### src/design/stk_pkg.sv
`timescale 1ns / 1ps
package stk_pkg;

	// Fixed field widths of the transaction payloads.
	localparam int unsigned TAG_W  = 24;
	localparam int unsigned KEY_W  = 16;
	localparam int unsigned IDX_W  = 4;
	localparam int unsigned SLOT_W = 5;

	// Operation codes.
	localparam logic OP_INSERT = 1'b0;
	localparam logic OP_READ   = 1'b1;

	typedef struct packed {
		logic              opcode;
		logic [TAG_W-1:0]  tag_chars;
		logic [KEY_W-1:0]  primary_key;
		logic [KEY_W-1:0]  secondary_key;
		logic [IDX_W-1:0]  read_index;
	} req_t;

	typedef struct packed {
		logic              found;
		logic [SLOT_W-1:0] slot;
		logic [TAG_W-1:0]  out_tag_chars;
		logic [KEY_W-1:0]  out_primary_key;
		logic [KEY_W-1:0]  out_secondary_key;
	} rsp_t;

	typedef struct packed {
		logic [TAG_W-1:0] tag;
		logic [KEY_W-1:0] pri;
		logic [KEY_W-1:0] sec;
	} entry_t;

	// Commands from the controller to the datapath.
	typedef struct packed {
		logic load;
		logic exec;
	} ctl_cmd_t;

	typedef enum logic [1:0] {
		ST_IDLE = 2'b01,
		ST_EXEC = 2'b10
	} ctl_state_t;

endpackage

### src/design/stk_ctrl.sv
`timescale 1ns / 1ps
module stk_ctrl (
	input  logic             clk,
	input  logic             arst_n,
	input  logic             start,
	output logic             busy,
	output logic             done,
	output stk_pkg::ctl_cmd_t cmd
);
	import stk_pkg::*;

	ctl_state_t state_q;
	ctl_state_t state_d;
	logic       done_q;

	// Capture a transaction in idle, then execute it in ST_EXEC and return to idle.
	always_comb begin
		state_d  = state_q;
		cmd.load = 1'b0;
		cmd.exec = 1'b0;
		unique case (state_q)
			ST_IDLE: begin
				if (start) begin
					cmd.load = 1'b1;
					state_d  = ST_EXEC;
				end
			end
			ST_EXEC: begin
				cmd.exec = 1'b1;
				state_d  = ST_IDLE;
			end
			default: begin
				state_d = ST_IDLE;
			end
		endcase
	end

	// State and result strobe registers.
	always_ff @(posedge clk or negedge arst_n) begin
		if (!arst_n) begin
			state_q <= ST_IDLE;
			done_q  <= 1'b0;
		end else begin
			state_q <= state_d;
			done_q  <= cmd.exec;
		end
	end

	assign busy = (state_q != ST_IDLE);
	assign done = done_q;

endmodule

### src/design/stk_datapath.sv
`timescale 1ns / 1ps
module stk_datapath #(
	parameter int unsigned CAPACITY = 16
) (
	input  logic              clk,
	input  logic              arst_n,
	input  stk_pkg::ctl_cmd_t cmd,
	input  stk_pkg::req_t     req,
	output stk_pkg::rsp_t     rsp
);
	import stk_pkg::*;

	localparam int unsigned CW = $clog2(CAPACITY + 1);
	localparam int unsigned AW = $clog2(CAPACITY);
	localparam int unsigned XW = (AW > IDX_W) ? AW : IDX_W;

	req_t            req_q;
	rsp_t            rsp_q;
	logic [CW-1:0]   count_q;
	entry_t          entry_q [CAPACITY];
	entry_t          entry_d [CAPACITY];
	entry_t          new_entry;
	logic [CAPACITY-1:0] keep;
	logic [CAPACITY-1:0] hit;
	logic [CW-1:0]   slot_enc;
	logic [CW-1:0]   slot_w;
	logic            ins_ok;
	logic            do_ins;
	logic [XW-1:0]   rd_ext;
	logic [AW-1:0]   rd_addr;
	logic            rd_hit;

	assign new_entry.tag = req_q.tag_chars;
	assign new_entry.pri = req_q.primary_key;
	assign new_entry.sec = req_q.secondary_key;

	// Compare-and-shift cells. The table stays sorted with valid entries first,
	// so "keep" is a prefix: an entry stays where it is when it ranks above the
	// new keys, or when it is the first entry equal to them.
	for (genvar j = 0; j < CAPACITY; j++) begin : g_cell
		logic valid;
		logic gt;
		logic eq;
		logic keep_prev;
		logic gt_prev;

		assign valid = (CW'(j) < count_q);
		assign gt    = (entry_q[j].pri > new_entry.pri) ||
		               ((entry_q[j].pri == new_entry.pri) && (entry_q[j].sec > new_entry.sec));
		assign eq    = (entry_q[j].pri == new_entry.pri) && (entry_q[j].sec == new_entry.sec);

		if (j == 0) begin : g_first
			assign keep_prev = 1'b1;
			assign gt_prev   = 1'b1;
		end else begin : g_rest
			assign keep_prev = keep[j-1];
			assign gt_prev   = g_cell[j-1].valid & g_cell[j-1].gt;
		end

		assign keep[j] = valid && (gt || (eq && gt_prev));
		assign hit[j]  = keep_prev && !keep[j];

		// Next contents of this cell on an insert.
		if (j == 0) begin : g_next0
			assign entry_d[j] = keep[j] ? entry_q[j] : new_entry;
		end else begin : g_nextn
			assign entry_d[j] = keep[j] ? entry_q[j] :
			                    (hit[j] ? new_entry : entry_q[j-1]);
		end
	end

	// Encode the one-hot insert position.
	always_comb begin
		slot_enc = '0;
		for (int unsigned j = 0; j < CAPACITY; j++) begin
			if (hit[j]) begin
				slot_enc = slot_enc | CW'(j);
			end
		end
	end

	assign ins_ok = !keep[CAPACITY-1];
	assign slot_w = ins_ok ? slot_enc : CW'(CAPACITY);
	assign do_ins = cmd.exec && (req_q.opcode == OP_INSERT) && ins_ok;

	// Read address and range check.
	assign rd_ext  = XW'(req_q.read_index);
	assign rd_addr = rd_ext[AW-1:0];
	assign rd_hit  = (32'(req_q.read_index) < 32'(count_q));

	// Request capture and response formation.
	always_ff @(posedge clk) begin
		if (cmd.load) begin
			req_q <= req;
		end
		if (cmd.exec) begin
			if (req_q.opcode == OP_INSERT) begin
				rsp_q.found             <= ins_ok;
				rsp_q.slot              <= SLOT_W'(slot_w);
				rsp_q.out_tag_chars     <= '0;
				rsp_q.out_primary_key   <= '0;
				rsp_q.out_secondary_key <= '0;
			end else begin
				rsp_q.found             <= rd_hit;
				rsp_q.slot              <= SLOT_W'(req_q.read_index);
				rsp_q.out_tag_chars     <= rd_hit ? entry_q[rd_addr].tag : '0;
				rsp_q.out_primary_key   <= rd_hit ? entry_q[rd_addr].pri : '0;
				rsp_q.out_secondary_key <= rd_hit ? entry_q[rd_addr].sec : '0;
			end
		end
	end

	// Table contents shift on an accepted insert.
	always_ff @(posedge clk) begin
		if (do_ins) begin
			for (int unsigned j = 0; j < CAPACITY; j++) begin
				entry_q[j] <= entry_d[j];
			end
		end
	end

	// Entry count saturates at capacity.
	always_ff @(posedge clk or negedge arst_n) begin
		if (!arst_n) begin
			count_q <= '0;
		end else if (do_ins && (count_q != CW'(CAPACITY))) begin
			count_q <= count_q + CW'(1);
		end
	end

	assign rsp = rsp_q;

endmodule

### src/design/sorted_top_k_table_unit.sv
`timescale 1ns / 1ps
// The accepting edge moves the controller to its exec state, which registers
// the result and the strobe done together; the result is taken while done is high.
// The controller captures the transaction in idle and the compare-and-shift row
// executes it in the next cycle, with busy high; a new insert or read waits for idle.
// Reset clears the controller and the entry count; table contents need no reset.
// Results show for one cycle on done and the receiver cannot stall them.
module sorted_top_k_table_unit #(
	parameter int unsigned CAPACITY = 16
) (
	input  logic          clk,
	input  logic          arst_n,
	input  logic          start,
	output logic          busy,
	input  stk_pkg::req_t req,
	output logic          done,
	output stk_pkg::rsp_t rsp
);
	import stk_pkg::*;

	ctl_cmd_t cmd;

	stk_ctrl u_ctrl (
		.clk    (clk),
		.arst_n (arst_n),
		.start  (start),
		.busy   (busy),
		.done   (done),
		.cmd    (cmd)
	);

	stk_datapath #(
		.CAPACITY (CAPACITY)
	) u_dp (
		.clk    (clk),
		.arst_n (arst_n),
		.cmd    (cmd),
		.req    (req),
		.rsp    (rsp)
	);

endmodule

### config.mk
export PLATFORM = sky130hd
export DESIGN_NAME = sorted_top_k_table_unit
export DESIGN_NICKNAME = d
export VERILOG_FILES = /design/src/design/stk_pkg.sv /design/src/design/stk_ctrl.sv /design/src/design/stk_datapath.sv /design/src/design/sorted_top_k_table_unit.sv
export SDC_FILE = /design/constraint.sdc
export NUM_CORES = 2
export LEC_CHECK = 0
export BUFFER_PORTS_ARGS = -buffer_cell sky130_fd_sc_hd__buf_2
export CORE_AREA = 4 4 335 337
export DETAILED_ROUTE_END_ITERATION = 12
export DIE_AREA = 0 0 339 341
export PLACE_DENSITY = 0.78
export SYNTH_ARGS = -nofsm -noshare
export SYNTH_HDL_FRONTEND = slang
export SYNTH_HIERARCHICAL = 1
export SYNTH_SLANG_ARGS = --single-unit
### constraint.sdc
create_clock -name clk -period 11.5 [get_ports clk]
set_clock_uncertainty 0.1 [all_clocks]
set_input_delay 1.725 -clock clk [delete_from_list [all_inputs] [get_ports clk]]
set_output_delay 1.725 -clock clk [all_outputs]
set_load 0.05 [all_outputs]
; ---- After elaboration in Yosys (flattened, before gate mapping)
; Memories as Yosys holds them, arrays and structs flattened. A register that Yosys moved wholly into a read port is not among the register bits.
; Cells that the tools add are included.
[totals]
register_bits = 131
latch_bits = 0
ram_bits = 896
rom_bits = 0
output_inout_bits = 64
memories = 1
[op_classes]
n_addsub = 1
multipliers = 0
n_div = 0
magnitude_cmp = 49
n_eq_ne = 37
shift = 0
mux = 59
bitwise = 16
n_reduce_logical = 129
[memory_table]
columns = name, depth, word_bits, read_ports, rd_clocked_by_memory_dff, wr, line_no
row1 = u_dp.entry_q, 16, 56, 17, 1, 16, stk_datapath.sv:20  ; entry_t entry_q [CAPACITY];
[op_table]
columns = cell, n
row1 = $mux W56, 31
row2 = $eq A16 B16 Y1, 32
row3 = $gt A16 B16 Y1, 32
row4 = $logic_and A1 B1 Y1, 81
row5 = $mux W62, 1
row6 = $lt A4 B5 Y1 const A, 8
row7 = $mux W4, 9
row8 = $logic_or A1 B1 Y1, 32
row9 = $mux W16, 2
row10 = $mux W24, 1
row11 = $lt A3 B5 Y1 const A, 4
row12 = $and A1 B1 Y1, 15
row13 = $logic_not A1 Y1, 15
row14 = $mux W3, 4
row15 = $lt A1 B5 Y1 const A, 2
row16 = $lt A2 B5 Y1 const A, 2
row17 = $mux W2, 4
row18 = $mux W1, 6
row19 = $add A5 B1 Y5 const B, 1
row20 = $lt A4 B5 Y1, 1
row21 = $mux W5, 1
row22 = $ne A5 B5 Y1 const B, 1
row23 = $eq A2 B1 Y1 const B, 1
row24 = $eq A2 B2 Y1 const B, 1
row25 = 4 further kinds, 4

; ---- Logic depth before layout (Yosys ltp)
; An unclocked memory read counts as a cell.
[logic_depth]
word_depth = 27
depth_mapped = 14

; ---- By module
; The synthesis kept the hierarchy.
[modules_own_cells]
columns = mod, instances, cells_each, area_per_inst_um2
row1 = stk_datapath, 1, 4204, 59469.5
row2 = stk_ctrl, 1, 8, 113.9

; ---- Worst setup path before layout
; OpenSTA, ideal clock, no wires.
[synth_path]
path_kind = flip-flop to flip-flop
from = reg u_ctrl.state_q[1]
to = mem u_dp/entry_q[14][0] (netlist bit), enable pin
t_arrival_ns = 6.873
t_required_ns = 10.912
setup_slack_ns = 4.039
stages_incl_launch_ff = 4
path_cell_list = dfrtp_1 nor2b_1 o211ai_2 a21oi_1
[synth_rtl]
columns = element, line_no
row1 = start: declaration, stk_ctrl.sv:12  ; ctl_state_t state_q;
row2 = start signal: assignment, stk_ctrl.sv:44  ; state_q <= state_d;
row3 = end: declaration, stk_datapath.sv:20

==> key figures <==
Logic synthesis
  – Yosys warnings: 6
  – Netlist cell types: 87
  – Post-synthesis sequential area ratio: 51.8%
  – Post-synth ARST share: 0.776%
  – Avg Cell Area, Syn: 14.1 um^2
  – Main flop type after synthesis: edfxtp_1
  – Cells after synthesis: 4212
  – Post-synth EDFFs: 1019
  – Synthesized flop and latch total: 1031
  – Synth Cell Area: 59600 um^2
  – Syn_nets: 4793

Worst setup path
  – Req. time, crit path: 11.76 ns
  – Critical Path Fanout Max: 33
  – FF-to-FF End: u_dp/entry_q[11][15]
  – Slowest-stage cell, CP: nor4_1
  – R2R setup slack: 4.88 ns
  – Critical path arrival: 6.88 ns
  – CP Launch Type: flip-flop
  – Worst r2r src: u_dp/new_entry[24]
  – CP cell instances: inv_1 > ha_1 > nand4_1 > nor4_1 > o211ai_1 > o31a_1 > nand4_1 > nand2_1 > nor2_4 > buf_4
  – CP Class: reg2reg
  – Crit-path most repeated cell: nand4_1
  – CP Capture Type: flip-flop
  – Crit path largest cell delay: 1.15 ns
  – R2R cell count: 10

Clock tree
  – Clock-pin slew on the worst setup and hold paths: 0.06 ns
  – TritonCTS clock tree: done
  – Post-cts gate resize count: 0
  – Clk buf depth: 3
  – H-tree lvl count: 3
  – Total CTS buffers: 111
  – Hold Buf Count CTS: 0
  – Clock insertion delay at the later pin of the skew report: 0.75 ns
  – Post-CTS Setup Inserts: 0
  – Root Buffer: clkbuf_16
  – CTS Sinks: 1031

Floorplanning
  – Die area: 116000 um^2
  – IO Count: 128
  – Row Count: 121
  – Die width: 339 um
  – Initial Utilization: 54.7%
  – Die span in y: 341 um
  – Core Area: 109000 um^2

Run status
  – Outcome: complete, no violations

Detailed routing
  – # DRC: 0
  – Highest routed layer: met5
  – DR WL met3: 26700 um
  – Post-Route WL: 196000 um
  – DRT met1 WL: 75000 um
  – Antenna Nets Post-Route: 0
  – 1st-iter DRT viols: 6318
  – Vias per cell: 7.11
  – Drt pass-1 iters: 6
  – Via count: 41400
  – Routed wl met2: 85800 um
  – Drt wl/cell: 33.7 um

GRT
  – Pin count of the biggest net entering global routing: 121
  – Congestion Overflow GR: 0
  – Initial antenna violation count: 7
  – Vias in the first global route: 40100
  – All-layer global routing usage: 33.3%
  – First-pass GRT wire length: 282000 um

Timing
  – Final Max Slew Viols: 0
  – Fin Setup TNS: 0 ns
  – Crit path time final: 6.62 ns
  – Final hold vios: 0
  – Max Freq: 151 MHz
  – Slew margin rel.: 10.9%
  – Slew @ Worst Pin: 1.32 ns
  – Fin crit share: 57.6%
  – Finish-stage setup viols: 0
  – Unrepaired setup endpoints after global routing: false

Place
  – Final HPWL DP: 129000 um
  – Buffers added on ports: 127
  – Gp weighted congestion: 1.03

Min path
  – Hold endpoint: u_ctrl/state_q[0]
  – Worst Hold Path Cells: 1
  – Worst hold path class: reg2reg
  – Hold Crit Start: u_ctrl/state_q[0]

Pwr
  – Worst VDD drop: 0.177 mV
  – Tot Pwr: 9960 uW
  – Pwr Density: 151 nW/um^2
  – Leak: 0.0236 uW

Run
  – Max-cap violations: 0

Final layout
  – Layout Nets: 4889
  – Synthesis-to-finish area growth: 10.4%
  – Commonest non-fill, non-tap cells in the layout: edfxtp_1 (1019), mux2_2 (578), ha_1 (517)
  – Most common cell after layout, fill and taps aside: edfxtp_1
  – Share of cells above drive strength 1: 29.2%
[sequential cells by signal, summed over array words and instances, names as in the netlist, named ones only]
register and flops:
u_ctrl/state_q 2, u_dp/rd_addr 4, u_dp/req_q 1, u_dp/new_entry 56
u_ctrl/done 1, u_dp/entry_q 896, u_dp/count_q 5, u_dp/rsp 62
[metal layers]
| metal | GRT usage (%) | vias up |
|---|---|---|
| met5 | 0 | - |
| met4 | 12.8 | 4 |
| met3 | 9.69 | 518 |
| met2 | 49.7 | 3047 |
| met1 | 46.5 | 20700 |
| li1 | - | 17100 |
[stage by stage]
| step | cell area (um^2) | util [%] | hold slack, ns | std cells | setup slack, ns |
|---|---|---|---|---|---|
| after floorplan | 59600 | - | 0.361 | 4212 | 4.04 |
| after global placement | 62000 | 56.9 | 0.391 | 5608 | 4.34 |
| after detailed placement | 62000 | 56.9 | 0.413 | 5609 | 4.92 |
| after CTS | 65800 | 60.4 | 0.427 | 5817 | 4.78 |
| after global routing | 65800 | 60.4 | 0.443 | 5817 | 4.96 |
| final | 65800 | 60.4 | 0.423 | 5819 | 4.88 |
[cell type report]
| class | count | area [um^2] |
|---|---|---|
| fill | 8008 | 43100 |
| sequential | 1031 | 30900 |
| multi-input combinational | 2881 | 27800 |
| clock buffer | 144 | 3010 |
| tap | 1414 | 1770 |
| timing repair buffer | 202 | 1240 |
| clock inverter | 64 | 797 |
| inverter | 81 | 305 |
| antenna | 2 | 5.00 |
[cells by family after synthesis]
kind of cell	after synthesis	share of synthesized area (%)
buf+inv	300	2.03
compound gates	702	6.92
fa+ha+maj	517	10.9
simple gates	790	6.56
mux	869	21.8
flops	1031	51.8
xor+xnor	3	0.0441
[synth_stat cells, drive strengths merged (19+ instances only)]
cell type | number | area (um^2)
inv | 79 | 297
buf | 64 | 327
nand2 | 348 | 1310
a21o | 36 | 270
o21ai | 317 | 1590
edfxtp | 1019 | 30600
nor2b | 89 | 557
ha | 517 | 6470
nand3 | 56 | 280
o211ai | 33 | 253
a21oi | 200 | 1020
nor2 | 67 | 251
clkbuf | 155 | 582
nor4 | 32 | 215
a211oi | 19 | 143
nand4 | 116 | 732
mux2 | 588 | 6640
mux4 | 280 | 6310
[worst max-delay path: cells and delay by family, from the launching register on]
kind / cells / cell delay [ns]
compound gates: 2 / 0.85
fa+ha+maj: 1 / 0.47
buf+inv: 2 / 1.24
flops: 1 / 0.58
simple gates: 5 / 2.94
[how the worst max path moves through the flow]
stage,startpoint,endpoint,slack (ns),cells past startpoint
floorplan,u_ctrl/state_q[1],u_dp/entry_q[14][0],4.04,3
global placement,u_dp/new_entry[24],u_dp/entry_q[10][50],4.34,11
detailed placement,u_dp/new_entry[24],u_dp/rsp[58],4.92,13
CTS,u_dp/new_entry[24],u_dp/rsp[58],4.78,13
global route,u_dp/new_entry[26],u_dp/entry_q[10][43],4.96,12
finish,u_dp/new_entry[24],u_dp/entry_q[11][15],4.88,10
[power breakdown]
| part | switching (uW) | leakage (uW) | internal [uW] |
|---|---|---|---|
| sequential | 154 | 0.00939 | 4310 |
| combinational | 1030 | 0.0124 | 694 |
| clock | 1580 | 0.00184 | 2180 |
| total | 2770 | 0.0236 | 7190 |
Note: power is estimated with default switching activity, not from simulation.
